<file path="config.mk">
export PLATFORM = sky130hd
export DESIGN_NAME = lru_key_value_cache
export DESIGN_NICKNAME = d
export VERILOG_FILES = /design/src/rtl/lkv_cache_pkg.sv /design/src/rtl/lkv_cache_store.sv /design/src/rtl/lru_key_value_cache.sv
export SDC_FILE = /design/constraint.sdc
export NUM_CORES = 1
export LEC_CHECK = 0
export BUFFER_PORTS_ARGS = -buffer_cell sky130_fd_sc_hd__buf_4
export CORE_ASPECT_RATIO = 0.5
export CORE_MARGIN = 5
export CORE_UTILIZATION = 56
export DETAILED_ROUTE_END_ITERATION = 8
export PLACE_DENSITY = 0.82
export SKIP_CTS_REPAIR_TIMING = 1
export SYNTH_ARGS = -nofsm -noshare
export SYNTH_HDL_FRONTEND = slang
export SYNTH_SLANG_ARGS = --single-unit
</file>
<file path="constraint.sdc">
create_clock -name clk -period 5 [get_ports clk]
set_input_delay 0.5 -clock clk [delete_from_list [all_inputs] [get_ports clk]]
set_output_delay 0.5 -clock clk [all_outputs]
set_load 0.005 [all_outputs]
</file>
<file path="src/rtl/lkv_cache_pkg.sv">
// ----------------------------------------------------------------------------
// lkv_cache_pkg
// Shared types and constants for the LRU key/value cache.
// ----------------------------------------------------------------------------
package lkv_cache_pkg;

  localparam int DEF_CAPACITY   = 16;
  localparam int DEF_KEY_WIDTH  = 32;
  localparam int DEF_DATA_WIDTH = 32;

  localparam int IN_KEY_W   = 32;
  localparam int IN_DATA_W  = 32;
  localparam int OUT_DATA_W = 32;

  localparam logic REQ_PUT = 1'b0;
  localparam logic REQ_GET = 1'b1;

  typedef enum logic [4:0] {
    ST_IDLE   = 5'b00001,
    ST_SCAN   = 5'b00010,
    ST_DECIDE = 5'b00100,
    ST_AGE    = 5'b01000,
    ST_WRITE  = 5'b10000
  } lkv_state_t;

  typedef struct packed {
    logic key_we;
    logic val_we;
    logic rank_we;
    logic set_valid;
  } lkv_wr_ctl_t;

endpackage

</file>
<file path="src/rtl/lkv_cache_store.sv">
// ----------------------------------------------------------------------------
// lkv_cache_store
// Entry storage: key, value and rank memories with registered read, plus
// per-entry valid flops cleared by reset.
// ----------------------------------------------------------------------------
module lkv_cache_store
  import lkv_cache_pkg::*;
#(
  parameter int CAPACITY   = DEF_CAPACITY,
  parameter int KEY_WIDTH  = DEF_KEY_WIDTH,
  parameter int DATA_WIDTH = DEF_DATA_WIDTH,
  localparam int AW = $clog2(CAPACITY),
  localparam int RW = $clog2(CAPACITY)
) (
  input  logic                  clk,
  input  logic                  rst_n,
  input  logic                  rd_en,
  input  logic [AW-1:0]         rd_addr,
  output logic                  rd_valid,
  output logic [KEY_WIDTH-1:0]  rd_key,
  output logic [DATA_WIDTH-1:0] rd_value,
  output logic [RW-1:0]         rd_rank,
  input  lkv_wr_ctl_t           wr_ctl,
  input  logic [AW-1:0]         wr_addr,
  input  logic [KEY_WIDTH-1:0]  wr_key,
  input  logic [DATA_WIDTH-1:0] wr_value,
  input  logic [RW-1:0]         wr_rank
);

  logic [KEY_WIDTH-1:0]  key_mem  [CAPACITY];
  logic [DATA_WIDTH-1:0] val_mem  [CAPACITY];
  logic [RW-1:0]         rank_mem [CAPACITY];
  logic [CAPACITY-1:0]   valid_r;
  logic                  rd_valid_r;
  logic [KEY_WIDTH-1:0]  rd_key_r;
  logic [DATA_WIDTH-1:0] rd_value_r;
  logic [RW-1:0]         rd_rank_r;

  always_ff @(posedge clk) begin
    if (!rst_n) begin
      valid_r <= '0;
    end else if (wr_ctl.set_valid) begin
      valid_r[wr_addr] <= 1'b1;
    end
  end

  always_ff @(posedge clk) begin
    if (wr_ctl.key_we) begin
      key_mem[wr_addr] <= wr_key;
    end
    if (wr_ctl.val_we) begin
      val_mem[wr_addr] <= wr_value;
    end
    if (wr_ctl.rank_we) begin
      rank_mem[wr_addr] <= wr_rank;
    end
    if (rd_en) begin
      rd_valid_r <= valid_r[rd_addr];
      rd_key_r   <= key_mem[rd_addr];
      rd_value_r <= val_mem[rd_addr];
      rd_rank_r  <= rank_mem[rd_addr];
    end
  end

  assign rd_valid = rd_valid_r;
  assign rd_key   = rd_key_r;
  assign rd_value = rd_value_r;
  assign rd_rank  = rd_rank_r;

endmodule

</file>
<file path="src/rtl/lru_key_value_cache.sv">
// ----------------------------------------------------------------------------
// lru_key_value_cache
// Fully associative key/value cache with LRU replacement. A sequencer sweeps
// the entry store one entry per cycle through a single key/rank compare unit.
// ----------------------------------------------------------------------------
// Sequence: a get miss, or a put with no free and no LRU entry, strobes from
// the decide state after the scan sweep; every other request also takes an
// ageing sweep over the rank memory, one entry per cycle, then a write state.
// busy is high from acceptance until the strobe; the next start is taken then.
// Synchronous reset invalidates all entries at once; no clearing pass.
// ----------------------------------------------------------------------------
module lru_key_value_cache
  import lkv_cache_pkg::*;
#(
  parameter int CAPACITY   = DEF_CAPACITY,
  parameter int KEY_WIDTH  = DEF_KEY_WIDTH,
  parameter int DATA_WIDTH = DEF_DATA_WIDTH
) (
  input  logic                  clk,
  input  logic                  rst_n,
  input  logic                  start,
  output logic                  busy,
  input  logic                  in_req_type,
  input  logic [IN_KEY_W-1:0]   in_lookup_key,
  input  logic [IN_DATA_W-1:0]  in_write_data,
  output logic                  out_strobe,
  output logic                  out_hit,
  output logic [OUT_DATA_W-1:0] out_read_data,
  output logic                  out_evicted
);

  localparam int AW = $clog2(CAPACITY);
  localparam int RW = $clog2(CAPACITY);
  localparam int CW = $clog2(CAPACITY + 1);

  lkv_state_t            state_r, state_nxt;
  logic [CW-1:0]         idx_r, idx_nxt;
  logic                  pend_r, pend_nxt;
  logic [AW-1:0]         pidx_r, pidx_nxt;
  logic                  is_get_r, is_get_nxt;
  logic [KEY_WIDTH-1:0]  key_r, key_nxt;
  logic [DATA_WIDTH-1:0] data_r, data_nxt;
  logic                  match_r, match_nxt;
  logic [AW-1:0]         found_r, found_nxt;
  logic [RW-1:0]         frank_r, frank_nxt;
  logic                  have_free_r, have_free_nxt;
  logic [AW-1:0]         free_r, free_nxt;
  logic                  have_lru_r, have_lru_nxt;
  logic [AW-1:0]         lru_r, lru_nxt;
  logic [AW-1:0]         slot_r, slot_nxt;
  logic [RW:0]           rlim_r, rlim_nxt;
  logic                  evict_r, evict_nxt;
  logic [DATA_WIDTH-1:0] rdata_r, rdata_nxt;
  logic                  out_strobe_r, out_strobe_nxt;
  logic                  out_hit_r, out_hit_nxt;
  logic [DATA_WIDTH-1:0] out_data_r, out_data_nxt;
  logic                  out_evicted_r, out_evicted_nxt;

  logic                  rd_en;
  logic                  rd_valid;
  logic [KEY_WIDTH-1:0]  rd_key;
  logic [DATA_WIDTH-1:0] rd_value;
  logic [RW-1:0]         rd_rank;
  lkv_wr_ctl_t           wr_ctl;
  logic [AW-1:0]         wr_addr;
  logic [RW-1:0]         wr_rank;
  logic                  sweep_end;
  logic                  key_eq;
  logic                  rank_lt;
  logic                  rank_lru;

  lkv_cache_store #(
    .CAPACITY   (CAPACITY),
    .KEY_WIDTH  (KEY_WIDTH),
    .DATA_WIDTH (DATA_WIDTH)
  ) u_store (
    .clk      (clk),
    .rst_n    (rst_n),
    .rd_en    (rd_en),
    .rd_addr  (idx_r[AW-1:0]),
    .rd_valid (rd_valid),
    .rd_key   (rd_key),
    .rd_value (rd_value),
    .rd_rank  (rd_rank),
    .wr_ctl   (wr_ctl),
    .wr_addr  (wr_addr),
    .wr_key   (key_r),
    .wr_value (data_r),
    .wr_rank  (wr_rank)
  );

  // shared compare unit
  assign key_eq   = rd_valid && (rd_key == key_r);
  assign rank_lt  = rd_valid && ({1'b0, rd_rank} < rlim_r);
  assign rank_lru = rd_valid && (rd_rank == RW'(CAPACITY - 1));

  assign sweep_end = (idx_r == CW'(CAPACITY)) && pend_r;
  assign rd_en     = ((state_r == ST_SCAN) || (state_r == ST_AGE)) &&
                     (idx_r != CW'(CAPACITY));
  assign wr_addr   = (state_r == ST_WRITE) ? slot_r : pidx_r;

  always_comb begin
    state_nxt       = state_r;
    idx_nxt         = idx_r;
    pend_nxt        = rd_en;
    pidx_nxt        = idx_r[AW-1:0];
    is_get_nxt      = is_get_r;
    key_nxt         = key_r;
    data_nxt        = data_r;
    match_nxt       = match_r;
    found_nxt       = found_r;
    frank_nxt       = frank_r;
    have_free_nxt   = have_free_r;
    free_nxt        = free_r;
    have_lru_nxt    = have_lru_r;
    lru_nxt         = lru_r;
    slot_nxt        = slot_r;
    rlim_nxt        = rlim_r;
    evict_nxt       = evict_r;
    rdata_nxt       = rdata_r;
    out_strobe_nxt  = 1'b0;
    out_hit_nxt     = out_hit_r;
    out_data_nxt    = out_data_r;
    out_evicted_nxt = out_evicted_r;
    wr_ctl          = '0;
    wr_rank         = '0;
    if (rd_en) begin
      idx_nxt = idx_r + CW'(1);
    end
    unique case (state_r)
      ST_IDLE: begin
        if (start) begin
          state_nxt     = ST_SCAN;
          idx_nxt       = '0;
          is_get_nxt    = (in_req_type == REQ_GET);
          key_nxt       = KEY_WIDTH'(in_lookup_key);
          data_nxt      = DATA_WIDTH'(in_write_data);
          match_nxt     = 1'b0;
          have_free_nxt = 1'b0;
          have_lru_nxt  = 1'b0;
        end
      end
      ST_SCAN: begin
        if (pend_r) begin
          if (key_eq && !match_r) begin
            match_nxt = 1'b1;
            found_nxt = pidx_r;
            frank_nxt = rd_rank;
          end
          if (!rd_valid && !have_free_r) begin
            have_free_nxt = 1'b1;
            free_nxt      = pidx_r;
          end
          if (rank_lru && !have_lru_r) begin
            have_lru_nxt = 1'b1;
            lru_nxt      = pidx_r;
          end
        end
        if (sweep_end) begin
          state_nxt = ST_DECIDE;
        end
      end
      ST_DECIDE: begin
        idx_nxt   = '0;
        rdata_nxt = '0;
        evict_nxt = 1'b0;
        priority if (match_r) begin
          slot_nxt  = found_r;
          rlim_nxt  = {1'b0, frank_r};
          state_nxt = ST_AGE;
        end else if (is_get_r) begin
          state_nxt       = ST_IDLE;
          out_strobe_nxt  = 1'b1;
          out_hit_nxt     = 1'b0;
          out_data_nxt    = '0;
          out_evicted_nxt = 1'b0;
        end else if (have_free_r) begin
          slot_nxt  = free_r;
          rlim_nxt  = (RW + 1)'(CAPACITY);
          state_nxt = ST_AGE;
        end else if (have_lru_r) begin
          slot_nxt  = lru_r;
          rlim_nxt  = (RW + 1)'(CAPACITY - 1);
          evict_nxt = 1'b1;
          state_nxt = ST_AGE;
        end else begin
          state_nxt       = ST_IDLE;
          out_strobe_nxt  = 1'b1;
          out_hit_nxt     = 1'b0;
          out_data_nxt    = '0;
          out_evicted_nxt = 1'b0;
        end
      end
      ST_AGE: begin
        if (pend_r) begin
          if (pidx_r == slot_r) begin
            if (is_get_r) begin
              rdata_nxt = rd_value;
            end
          end else if (rank_lt) begin
            wr_ctl.rank_we = 1'b1;
            wr_rank        = rd_rank + RW'(1);
          end
        end
        if (sweep_end) begin
          state_nxt = ST_WRITE;
        end
      end
      ST_WRITE: begin
        wr_ctl.rank_we   = 1'b1;
        wr_ctl.set_valid = 1'b1;
        wr_ctl.val_we    = !is_get_r;
        wr_ctl.key_we    = !is_get_r && !match_r;
        wr_rank          = '0;
        state_nxt        = ST_IDLE;
        out_strobe_nxt   = 1'b1;
        out_hit_nxt      = match_r;
        out_data_nxt     = rdata_r;
        out_evicted_nxt  = evict_r;
      end
      default: begin
        state_nxt = ST_IDLE;
      end
    endcase
  end

  always_ff @(posedge clk) begin
    if (!rst_n) begin
      state_r      <= ST_IDLE;
      idx_r        <= '0;
      pend_r       <= 1'b0;
      out_strobe_r <= 1'b0;
    end else begin
      state_r      <= state_nxt;
      idx_r        <= idx_nxt;
      pend_r       <= pend_nxt;
      out_strobe_r <= out_strobe_nxt;
    end
  end

  always_ff @(posedge clk) begin
    pidx_r        <= pidx_nxt;
    is_get_r      <= is_get_nxt;
    key_r         <= key_nxt;
    data_r        <= data_nxt;
    match_r       <= match_nxt;
    found_r       <= found_nxt;
    frank_r       <= frank_nxt;
    have_free_r   <= have_free_nxt;
    free_r        <= free_nxt;
    have_lru_r    <= have_lru_nxt;
    lru_r         <= lru_nxt;
    slot_r        <= slot_nxt;
    rlim_r        <= rlim_nxt;
    evict_r       <= evict_nxt;
    rdata_r       <= rdata_nxt;
    out_hit_r     <= out_hit_nxt;
    out_data_r    <= out_data_nxt;
    out_evicted_r <= out_evicted_nxt;
  end

  assign busy          = (state_r != ST_IDLE);
  assign out_strobe    = out_strobe_r;
  assign out_hit       = out_hit_r;
  assign out_read_data = OUT_DATA_W'(out_data_r);
  assign out_evicted   = out_evicted_r;

  a_strobe_src: assert property (@(posedge clk) disable iff (!rst_n)
    out_strobe |-> ($past(state_r) == ST_WRITE) || ($past(state_r) == ST_DECIDE))
    else $error("result beat without finishing state");

  a_accept_scan: assert property (@(posedge clk) disable iff (!rst_n)
    start && !busy |=> state_r == ST_SCAN)
    else $error("accepted request did not start scan");

  a_evict_clean: assert property (@(posedge clk) disable iff (!rst_n)
    out_strobe && out_evicted |-> !out_hit && (out_read_data == '0))
    else $error("eviction beat with hit or data");

  a_miss_zero: assert property (@(posedge clk) disable iff (!rst_n)
    out_strobe && !out_hit |-> out_read_data == '0)
    else $error("miss beat with non-zero data");

  a_idx_bound: assert property (@(posedge clk) disable iff (!rst_n)
    idx_r <= CW'(CAPACITY))
    else $error("sweep index out of range");

endmodule

</file>
==> Word-level counts from Yosys, hierarchy flattened <==
Memory sizes are Yosys's and may differ from the RTL's. A register that Yosys moved wholly into a read port is not among the register bits.
Cells that the tools add are included.
{ "word_totals": {"reg_bits": 193, "latch_bits": 0, "mem_bits_rw": 1088, "mem_bits_ro": 0, "out_inout_bits": 36, "word_cells": 163, "n_memories": 3} }
{ "classes": {"addsub": 2, "n_mul": 0, "div_mod_pow": 0, "magnitude_cmp": 4, "eq_ne": 25, "shifts": 0, "muxes": 71, "bitwise_logic": 1, "reduce_logical": 32} }
{ "mem_list": {"columns": ["name", "depth", "word_bits", "read_ports", "rd_ports_with_merged_regs", "write_ports", "line_no", "text"], "rows": [
  ["u_store.key_mem", 16, 32, 1, 1, 1, "lkv_cache_store.sv:30", "logic [KEY_WIDTH-1:0] key_mem [CAPACITY];"],
  ["u_store.val_mem", 16, 32, 1, 1, 1, "lkv_cache_store.sv:31", "logic [DATA_WIDTH-1:0] val_mem [CAPACITY];"],
  ["u_store.rank_mem", 16, 4, 1, 1, 1, "lkv_cache_store.sv:32", "logic [RW-1:0] rank_mem [CAPACITY];"]
]} }
{ "ops": {"columns": ["op", "n"], "rows": [
  ["2-to-1 mux 32 bit", 7],
  ["one-hot mux 32 bit (2 select lines)", 2],
  ["2-to-1 mux 4 bit", 14],
  ["2-to-1 mux 5 bit", 8],
  ["equality test 32 bit", 1],
  ["2-to-1 mux 1 bit", 28],
  ["one-hot mux 5 bit (4 select lines)", 1],
  ["AND reduction 4 bit", 5],
  ["bitwise OR 16 bit", 1],
  ["AND reduction 3 bit", 5],
  ["!= test 2 bit, second input constant", 7],
  ["one-hot mux 1 bit (2 select lines)", 7],
  ["equality test 5 bit, second input constant", 2],
  ["logical AND 1 bit", 10],
  ["less-than comparator 4 x 5 -> 1 bit, second input constant", 2],
  ["!= test 2 x 1 -> 1 bit, second input constant", 5],
  ["one-hot mux 5 bit (2 select lines)", 1],
  ["!= test 3 bit, second input constant", 2],
  ["nonzero test 2 bit", 3],
  ["adder 5 x 1 -> 5 bit, second input constant", 1],
  ["equality test 5 x 1 -> 1 bit, second input constant", 1],
  ["equality test 5 x 2 -> 1 bit, second input constant", 1],
  ["equality test 5 x 3 -> 1 bit, second input constant", 1],
  ["equality test 5 x 4 -> 1 bit, second input constant", 1],
  ["15 further kinds", 19]
]} }

==> Logic depth before layout (Yosys ltp) <==
Gate-level depths: netlist of run 1.
{ "logic_depth": {"word_depth": 8, "depth_mapped": 10} }

==> By module <==
From an unflattened synthesis of run 1, not the netlist that was laid out.
{ "unflattened": {"cells_unflattened": 2278, "hier_area_um2": 50529.7} }
{ "by_module_without_submodules": {"columns": ["mod", "n_inst", "cells_per_inst", "area_per_inst_um2", "seq_area_each_um2"], "rows": [
  ["lkv_cache_store", 1, 1859, 43788.2, 35063.6],
  ["lru_key_value_cache", 1, 419, 6741.5, 5124.9]
]} }

==> Worst setup path after synthesis of run 1 <==
No wires, ideal clock.
{ "synth_path": {"path_type": "reg-to-reg", "start": "reg state_r[1]", "end": "mem u_store.key_mem[3][0] (netlist name), enable pin", "setup_ps": 502, "arrival_ps": 4378, "path_slack_ps": 120, "stages_incl_launch_ff": 6, "cell_sequence": "dfxtp_1 > nor4_4 > and2_1 > a31oi_1 > buf_2 > nor4_1"} }
{ "synth_between": {"elab_chain_len": 4, "elab_cells_between_ends": 5, "cone_classes": "eq/ne: 1; mux: 4"} }
{ "synth_rtl": {"columns": ["item", "line_no", "text"], "rows": [
  ["start, declared", "lru_key_value_cache.sv:36", "lkv_state_t state_r, state_nxt;"],
  ["start signal, assigned", "lru_key_value_cache.sv:234", "state_r <= state_nxt;"],
  ["equality test 5 bit *", "lru_key_value_cache.sv:100, lru_key_value_cache.sv:130", null],
  ["2-to-1 mux 2 bit", "lru_key_value_cache.sv:130", "unique case (state_r)"],
  ["2-to-1 mux 1 bit", "lkv_cache_store.sv:48", "if (wr_ctl.key_we) begin"],
  ["2-to-1 mux 1 bit (not written as such)", "lkv_cache_store.sv:49", "key_mem[wr_addr] <= wr_key;"],
  ["end, declared", "lkv_cache_store.sv:30", null]
]} }
Mark *: on every way between the ends. The rest lies on a longest branch, timed or not.

==> Final worst setup path of run 1 <==
{ "layout_path": {"start": "reg state_r[4]", "end": "mem u_store.key_mem[4][4] (netlist name), enable pin"} }
The elaborated chain is that of the path after synthesis.

==> results_dict.tcl, run 1 <==
set metrics [dict create \
    setup_tns_ns 0 \
    arrival_ns 3.98 \
    grt_usage_pct 24.0 \
    r2r_slack_ns 1.42 \
    wirelength_um 116000 \
    drv_slew 0 \
    async_flop_share_pct 0 \
    dpl.hpwl_um 57900 \
    syn_area_per_cell_um2 23.7 \
    skew_ns 0.0242 \
    die_h_um 223 \
    drtIter0Drc 3231 \
    synth-main-ff-cell "edfxtp_1" \
    grt_pass1_vias 24700 \
    start_kind "register" \
    powerDensity_nw_per_um2 381 \
    required_ns 5.40 \
    drive_gt1_share_pct 28.9 \
    cts-root-buf "clkbuf_16" \
    clk_pin_slew_ns 0.07 \
    finalCriticalPeriod_ns 3.58 \
    post-place-cells 3392 \
    io_pins 104 \
    grt_pass1_wl_um 169000 \
    dieArea_um2 97300 \
    critPathMaxFanout 44 \
    clock_latency_ns 0.72 \
    finalSetupViolations 0 \
    layout-area-overhead-vs-synth_pct 13.2 \
    cts.sinks 1349 \
    worst_pin_slew_ns 1.40 \
    synth_edf_count 1317 \
    design.core.area_um2 90400 \
    postRouteAntennaNets 0 \
    critPathCaptureType "register" \
    die_x_um 436 \
    drv_cap 0 \
    synthCells 2148 \
    nets 2445 \
    post_drt_wl_per_cell_um 31.7 \
    vias 24000 \
    syn_nets 2222 \
    fin_crit_sh_pct 71.6 \
    grt_max_degree 119 \
    htree_levels 3 \
    avgViaCountPerCell 6.54 \
    synth_seq_cells 1349 \
    antenna_found_initial 2 \
    row_count 78 \
    finalHoldViolCount 0 \
    start_util_pct 56.3 \
    ys_seq_area_share_pct 79.0 \
    grt_overflow 0 \
    clk_path_buf_depth 3 \
    criticalPathCategory "reg2reg" \
    gp_congestion 0.795 \
    n_antenna_cell 0 \
    io_buffers 103 \
    vdd.ir_drop.worst_v 0.000284 \
    hold_class "in2reg" \
    cts_made_buffers 111 \
    status "finished, final reports clean" \
    first_pass_iters 5 \
    cts_tree "done" \
    timing.max_slew.rel_slack_pct 6.29 \
    syn_area_um2 50800 \
    yosys_warnings 0 \
    drc 0 \
    leakagePower_nw 17.2 \
    synth.distinct_cells 55 \
    timing.fmax_mhz 279 \
    grt_setup_unrepaired "no" \
    instances_no_fill 3664 \
]
## cells in the mapped netlist (all sizes together), types with 5 or more instances
master	count	area [um^2]
a211oi	10	115
a21o	5	37.5
a21oi	15	75.1
a31oi	5	50.1
and2	37	231
and3	34	213
buf	51	387
clkbuf	59	221
dfxtp	32	641
edfxtp	1317	39500
ha	6	75.1
inv	14	52.6
mux2i	6	60.1
mux4	345	7770
nand2	15	56.3
nand2b	13	81.3
nand3	6	35.0
nand4	7	43.8
nor2	51	191
nor3	14	70.1
nor4	11	109
o21a	17	128
o21ai	8	40.0
xnor2	23	201
xor2	19	166
## sequential cells by signal, indices dropped and copies added (netlist names), 16 cells and up
signal            count
u_store.key_mem     512
u_store.val_mem     512
u_store.rank_mem     64
data_r               32
key_r                32
out_read_data        32
rdata_r              32
u_store.rd_key       32
u_store.rd_value     32
u_store.valid_r      16
## path summary, 6_finish.rpt
path                  startpoint                    end  depth (start not counted)
max                   state_r[4]  u_store.key_mem[4][4]                          6
min                        rst_n     u_store.valid_r[2]                          2
max reg2reg           state_r[4]  u_store.key_mem[4][4]                          6
min reg2reg  u_store.valid_r[14]    u_store.valid_r[14]                          1
## layout by cell type (no fill, tap or decap), drive strengths merged, types with 5 or more instances in the layout
cell | synthesis | routed
o21a | 17 | 17
a21oi | 15 | 15
xor2 | 19 | 19
inv | 14 | 19
dfxtp | 32 | 32
buf | 51 | 155
and2 | 37 | 37
nand4 | 7 | 7
mux2i | 6 | 6
a211oi | 10 | 10
nand2 | 15 | 15
clkinv | 0 | 46
ha | 6 | 6
nand3 | 6 | 6
nand2b | 13 | 13
clkbuf | 59 | 139
dlygate4sd3 | 0 | 65
o21ai | 8 | 8
and3 | 34 | 34
edfxtp | 1317 | 1317
a31oi | 5 | 5
mux4 | 345 | 345
nor4 | 11 | 11
nor3 | 14 | 14
xnor2 | 23 | 23
nor2 | 51 | 51
bufinv | 0 | 12
a21o | 5 | 5
## cell families after synthesis
logic type / count (synthesis) / share of synthesized area (%)
flip-flops: 1349 / 79.0
AND/OR/NAND/NOR: 206 / 2.35
XOR/XNOR: 42 / 0.724
multiplexers: 351 / 15.4
AO/OA/AOI/OAI: 70 / 1.04
adder cells (fa/ha/maj): 6 / 0.148
buffers and inverters: 124 / 1.30
## per-stage QoR
stage	cell area [um^2]	hold slack [ns]	utilization (%)	setup WS (ns)	total power, mW
2_1_floorplan	50800	0.326	-	0.120	13.1
4_1_cts	56900	-0.0890	63.0	1.52	22.0
6_report	57600	0.184	63.7	1.42	21.9
3_5_place_dp	53300	0.450	58.9	1.62	13.3
5_1_grt	57600	0.162	63.7	1.24	22.6
3_3_place_gp	53300	0.445	58.9	1.74	13.2
## critical path: stages, from the launching register on
cell and delay (ns):
dfxtp_1 0.37, buf_4 0.41, and2_1 0.52, nand3b_2 0.31, nand2b_1 0.41, nor2_4 0.86, buf_4 0.38
## report_power, final
group | internal (mW) | switching [mW] | leakage (nW)
registers | 12.5 | 0.199 | 11.8
logic | 0.181 | 0.181 | 3.64
clock network | 4.82 | 4.06 | 1.76
## per-layer routing
layer / vias up / GRT usage, % / routed length (um)
met2: 1594 / 39.7 / 58900
li1: 9493 / - / -
met5: - / 0 / 31
met1: 12600 / 32.3 / 42300
met3: 261 / 5.11 / 10800
met4: 4 / 8.68 / 4130
## cell type report
| class | instances | area (um^2) |
|---|---|---|
| Clock inverter | 67 | 709 |
| Sequential cell | 1349 | 40200 |
| Multi-Input combinational cell | 675 | 10200 |
| Clock buffer | 139 | 2940 |
| Inverter | 14 | 55.1 |
| Fill cell | 5505 | 32800 |
| Timing Repair Buffer | 220 | 1910 |
| Tap cell | 1200 | 1500 |
Note: power is estimated with default switching activity, not from simulation.
==> run 2, diff against run 1 <==
- ABC_AREA: not set -> 1
- CORE_UTILIZATION: 56 -> 60
- PLACE_DENSITY: 0.82 -> 0.84
- clock period: 5 -> 3.4 ns (I/O delays scaled with it)
==> run 2 against run 1 <==
Net effect: power grew 46%; first-iteration DRC count is 59% higher; highest routed layer is now met4; flip-flop and latch count unchanged; count of clock-buffer cells in the layout fell by 8; core utilization is 4.3 points higher; worst setup slack got worse by 0.84 ns; register-to-register slack got worse by 0.84 ns.
==> results_dict.tcl, run 2 <==
set metrics [dict create \
    status "finished, final reports clean" \
    top_regs "u_store.key_mem: 512 flops, u_store.val_mem: 512 flops, u_store.rank_mem: 64 flops" \
    drv_slew 0 \
    power.total_mw 32.1 \
    htree_levels 3 \
    cts-root-buf "clkbuf_16" \
    whs_path_depth 4 \
    multi_input_area_um2 10700 \
    powerDensity_nw_per_um2 548 \
    criticalPathCategory "reg2reg" \
    cts.sinks 1349 \
    postLayoutCellArea_um2 58600 \
    setup_slack_ns 0.582 \
    fin_crit_sh_pct 82.9 \
    start_util_pct 60.6 \
    required_ns 3.78 \
    r2r_start "state_r[1]" \
    fill_cells 5325 \
    n_antenna_cell 0 \
    leakagePower_nw 20.1 \
    synth.distinct_cells 39 \
    finalCriticalPeriod_ns 2.82 \
    post_drt_wl_per_cell_um 23.4 \
    gp_congestion 0.851 \
    synth_edf_count 1317 \
    antenna_found_initial 0 \
    ys_top_cells_by_count "edfxtp_1 (1317), nor2_1 (706), o21ai_0 (570)" \
    vias 33200 \
    yosys-top-cells-area "edfxtp_1 (76%), o21ai_0 (5.5%), nor2_1 (5.1%), o22ai_1 (3.0%), nand2_1 (2.6%)" \
    synth_top_area_share_pct 75.6 \
    postRouteAntennaNets 0 \
    syn_area_um2 52300 \
    io_buffers 103 \
    mostFrequentLayoutCells "edfxtp_1 (1317), nor2_1 (679), o21ai_0 (570)" \
    clk_pin_slew_ns 0.07 \
    critPathCaptureType "register" \
    yosysMostFrequentCell "edfxtp_1" \
    place_area_um2 54500 \
    drive_gt1_share_pct 10.7 \
    worst_pin_slew_ns 1.26 \
    setup_tns_ns 0 \
    vdd.ir_drop.worst_v 0.000444 \
    clk_path_buf_depth 3 \
    first_pass_iters 7 \
    grt_usage_pct 26.1 \
    ys_seq_area_share_pct 76.9 \
    synth_seq_cells 1349 \
    nets 4090 \
    skew_ns 0.0309 \
    finalSetupViolations 0 \
    timing.max_slew.rel_slack_pct 16.3 \
    wl_met1_um 45200 \
    cts_tree "done" \
    syn_nets 3974 \
    critPathMaxFanout 56 \
    synth-main-ff-cell "edfxtp_1" \
    async_flop_share_pct 0 \
    io_pins 104 \
    grt_pass1_vias 32700 \
    grt_setup_unrepaired "no" \
    grt_max_degree 259 \
    r2r_end "u_store.rd_key[15]" \
    wirelength_um 123000 \
    layout-area-overhead-vs-synth_pct 12.1 \
    min_from "start" \
    pre_cts_slack_ns 0.644 \
    yosys_warnings 0 \
    reg2reg_depth 7 \
    die_x_um 427 \
    syn_area_per_cell_um2 13.4 \
    avgViaCountPerCell 6.29 \
    grt_overflow 0 \
    hold_slack_ns 0.0439 \
    timing.fmax_mhz 355 \
    arrival_ns 3.20 \
    worstHoldEndpoint "state_r[0]" \
    final-seq-area_um2 40200 \
    yosys.area.top_type "edfxtp_1" \
    start_kind "register" \
    wl_met3_um 13300 \
    r2r_slack_ns 0.58 \
    die_h_um 219 \
    layout_commonest_cell "edfxtp_1" \
    dpl.hpwl_um 63200 \
    dieArea_um2 93500 \
    clock_latency_ns 0.72 \
    drtIter0Drc 5132 \
    design.core.area_um2 86200 \
    drc 0 \
    drv_cap 0 \
    cts_made_buffers 108 \
    finalHoldViolCount 0 \
    hold_class "in2reg" \
    wl_met2_um 60000 \
    row_count 76 \
    top_layer "met4" \
    grt_pass1_wl_um 186000 \
    synthCells 3900 \
]
-- run 2: cell types whose count changed after synthesis, moves of 16 or more --
cell      previous run  this run
nor2_1              51       706
o21ai_0              5       570
nand2_1             15       366
mux4_2             345         0
o22ai_1              0       250
inv_1               12       180
clkbuf_1            59       149
nand4_1              7        65
buf_2               21        61
and2_1              37         0
nand3_1              5        41
and3_1              34         0
o211ai_1             0        22
o21a_1              17         1
-- run 2: worst max-delay path, cell delays in order (launching register included) --
cell	delay, ns
dfxtp_1	0.37
inv_1	0.07
nor2_1	0.11
nand3_1	0.19
nand2_1	0.18
nand2_1	0.19
inv_4	0.86
buf_4	0.47
-- run 2: cells by family (layout without fill, tap and decap cells) --
| kind of cell | count (synthesis) | count (layout) | share of synthesized area (%) |
|---|---|---|---|
| buffers and inverters | 414 | 619 | 3.21 |
| AOI/OAI and AO/OA | 884 | 884 | 9.41 |
| adders and majority gates | 6 | 6 | 0.144 |
| DFF | 1349 | 1349 | 76.9 |
| xor gates and xnor gates | 14 | 14 | 0.235 |
| and+or+nand+nor | 1233 | 1233 | 10.1 |
-- run 2: worst max-delay path by stage --
stage / depth (start not counted) / from / slack, ns / to
final: 7 / state_r[1] / 0.58 / u_store.rd_key[15]
after global routing: 6 / idx_r[0] / 0.45 / u_store.rd_value[8]
after CTS: 6 / idx_r[0] / 0.64 / u_store.rd_value[21]
after detailed placement: 6 / idx_r[0] / 0.64 / u_store.rd_key[15]
after global placement: 6 / idx_r[0] / 0.72 / u_store.rd_key[0]
after floorplan: 10 / idx_r[0] / 0.11 / u_store.rd_key[0]
-- run 2: metal layers --
metal | global-route usage, % | up-vias
li1 | - | 14400
met1 | 35.0 | 16200
met2 | 43.2 | 2280
met3 | 4.75 | 384
met4 | 10.4 | 0
met5 | 0 | -
-- run 2: final cells by class --
class | count | area share, %
Clock buffer | 131 | 4.85
Clock inverter | 68 | 1.02
Inverter | 183 | 1.22
Multi-Input combinational cell | 2137 | 18.2
Sequential cell | 1349 | 68.6
Tap cell | 1170 | 2.50
Timing Repair Buffer | 237 | 3.64
-- run 2: stage by stage --
| stage | util [%] | instances |
|---|---|---|
| final | 68.0 | 5275 |
| after global routing | 68.0 | 5275 |
| after CTS | 67.2 | 5209 |
| after detailed placement | 63.2 | 5010 |
| after global placement | 63.2 | 5010 |
| after floorplan | - | 3900 |
-- run 2: report_power, final --
part,switching (mW),total (mW),leakage [nW],internal [mW]
combinational,0.628,0.938,6.22,0.311
clock,5.82,12.4,1.64,6.59
sequential,0.297,18.8,12.3,18.5
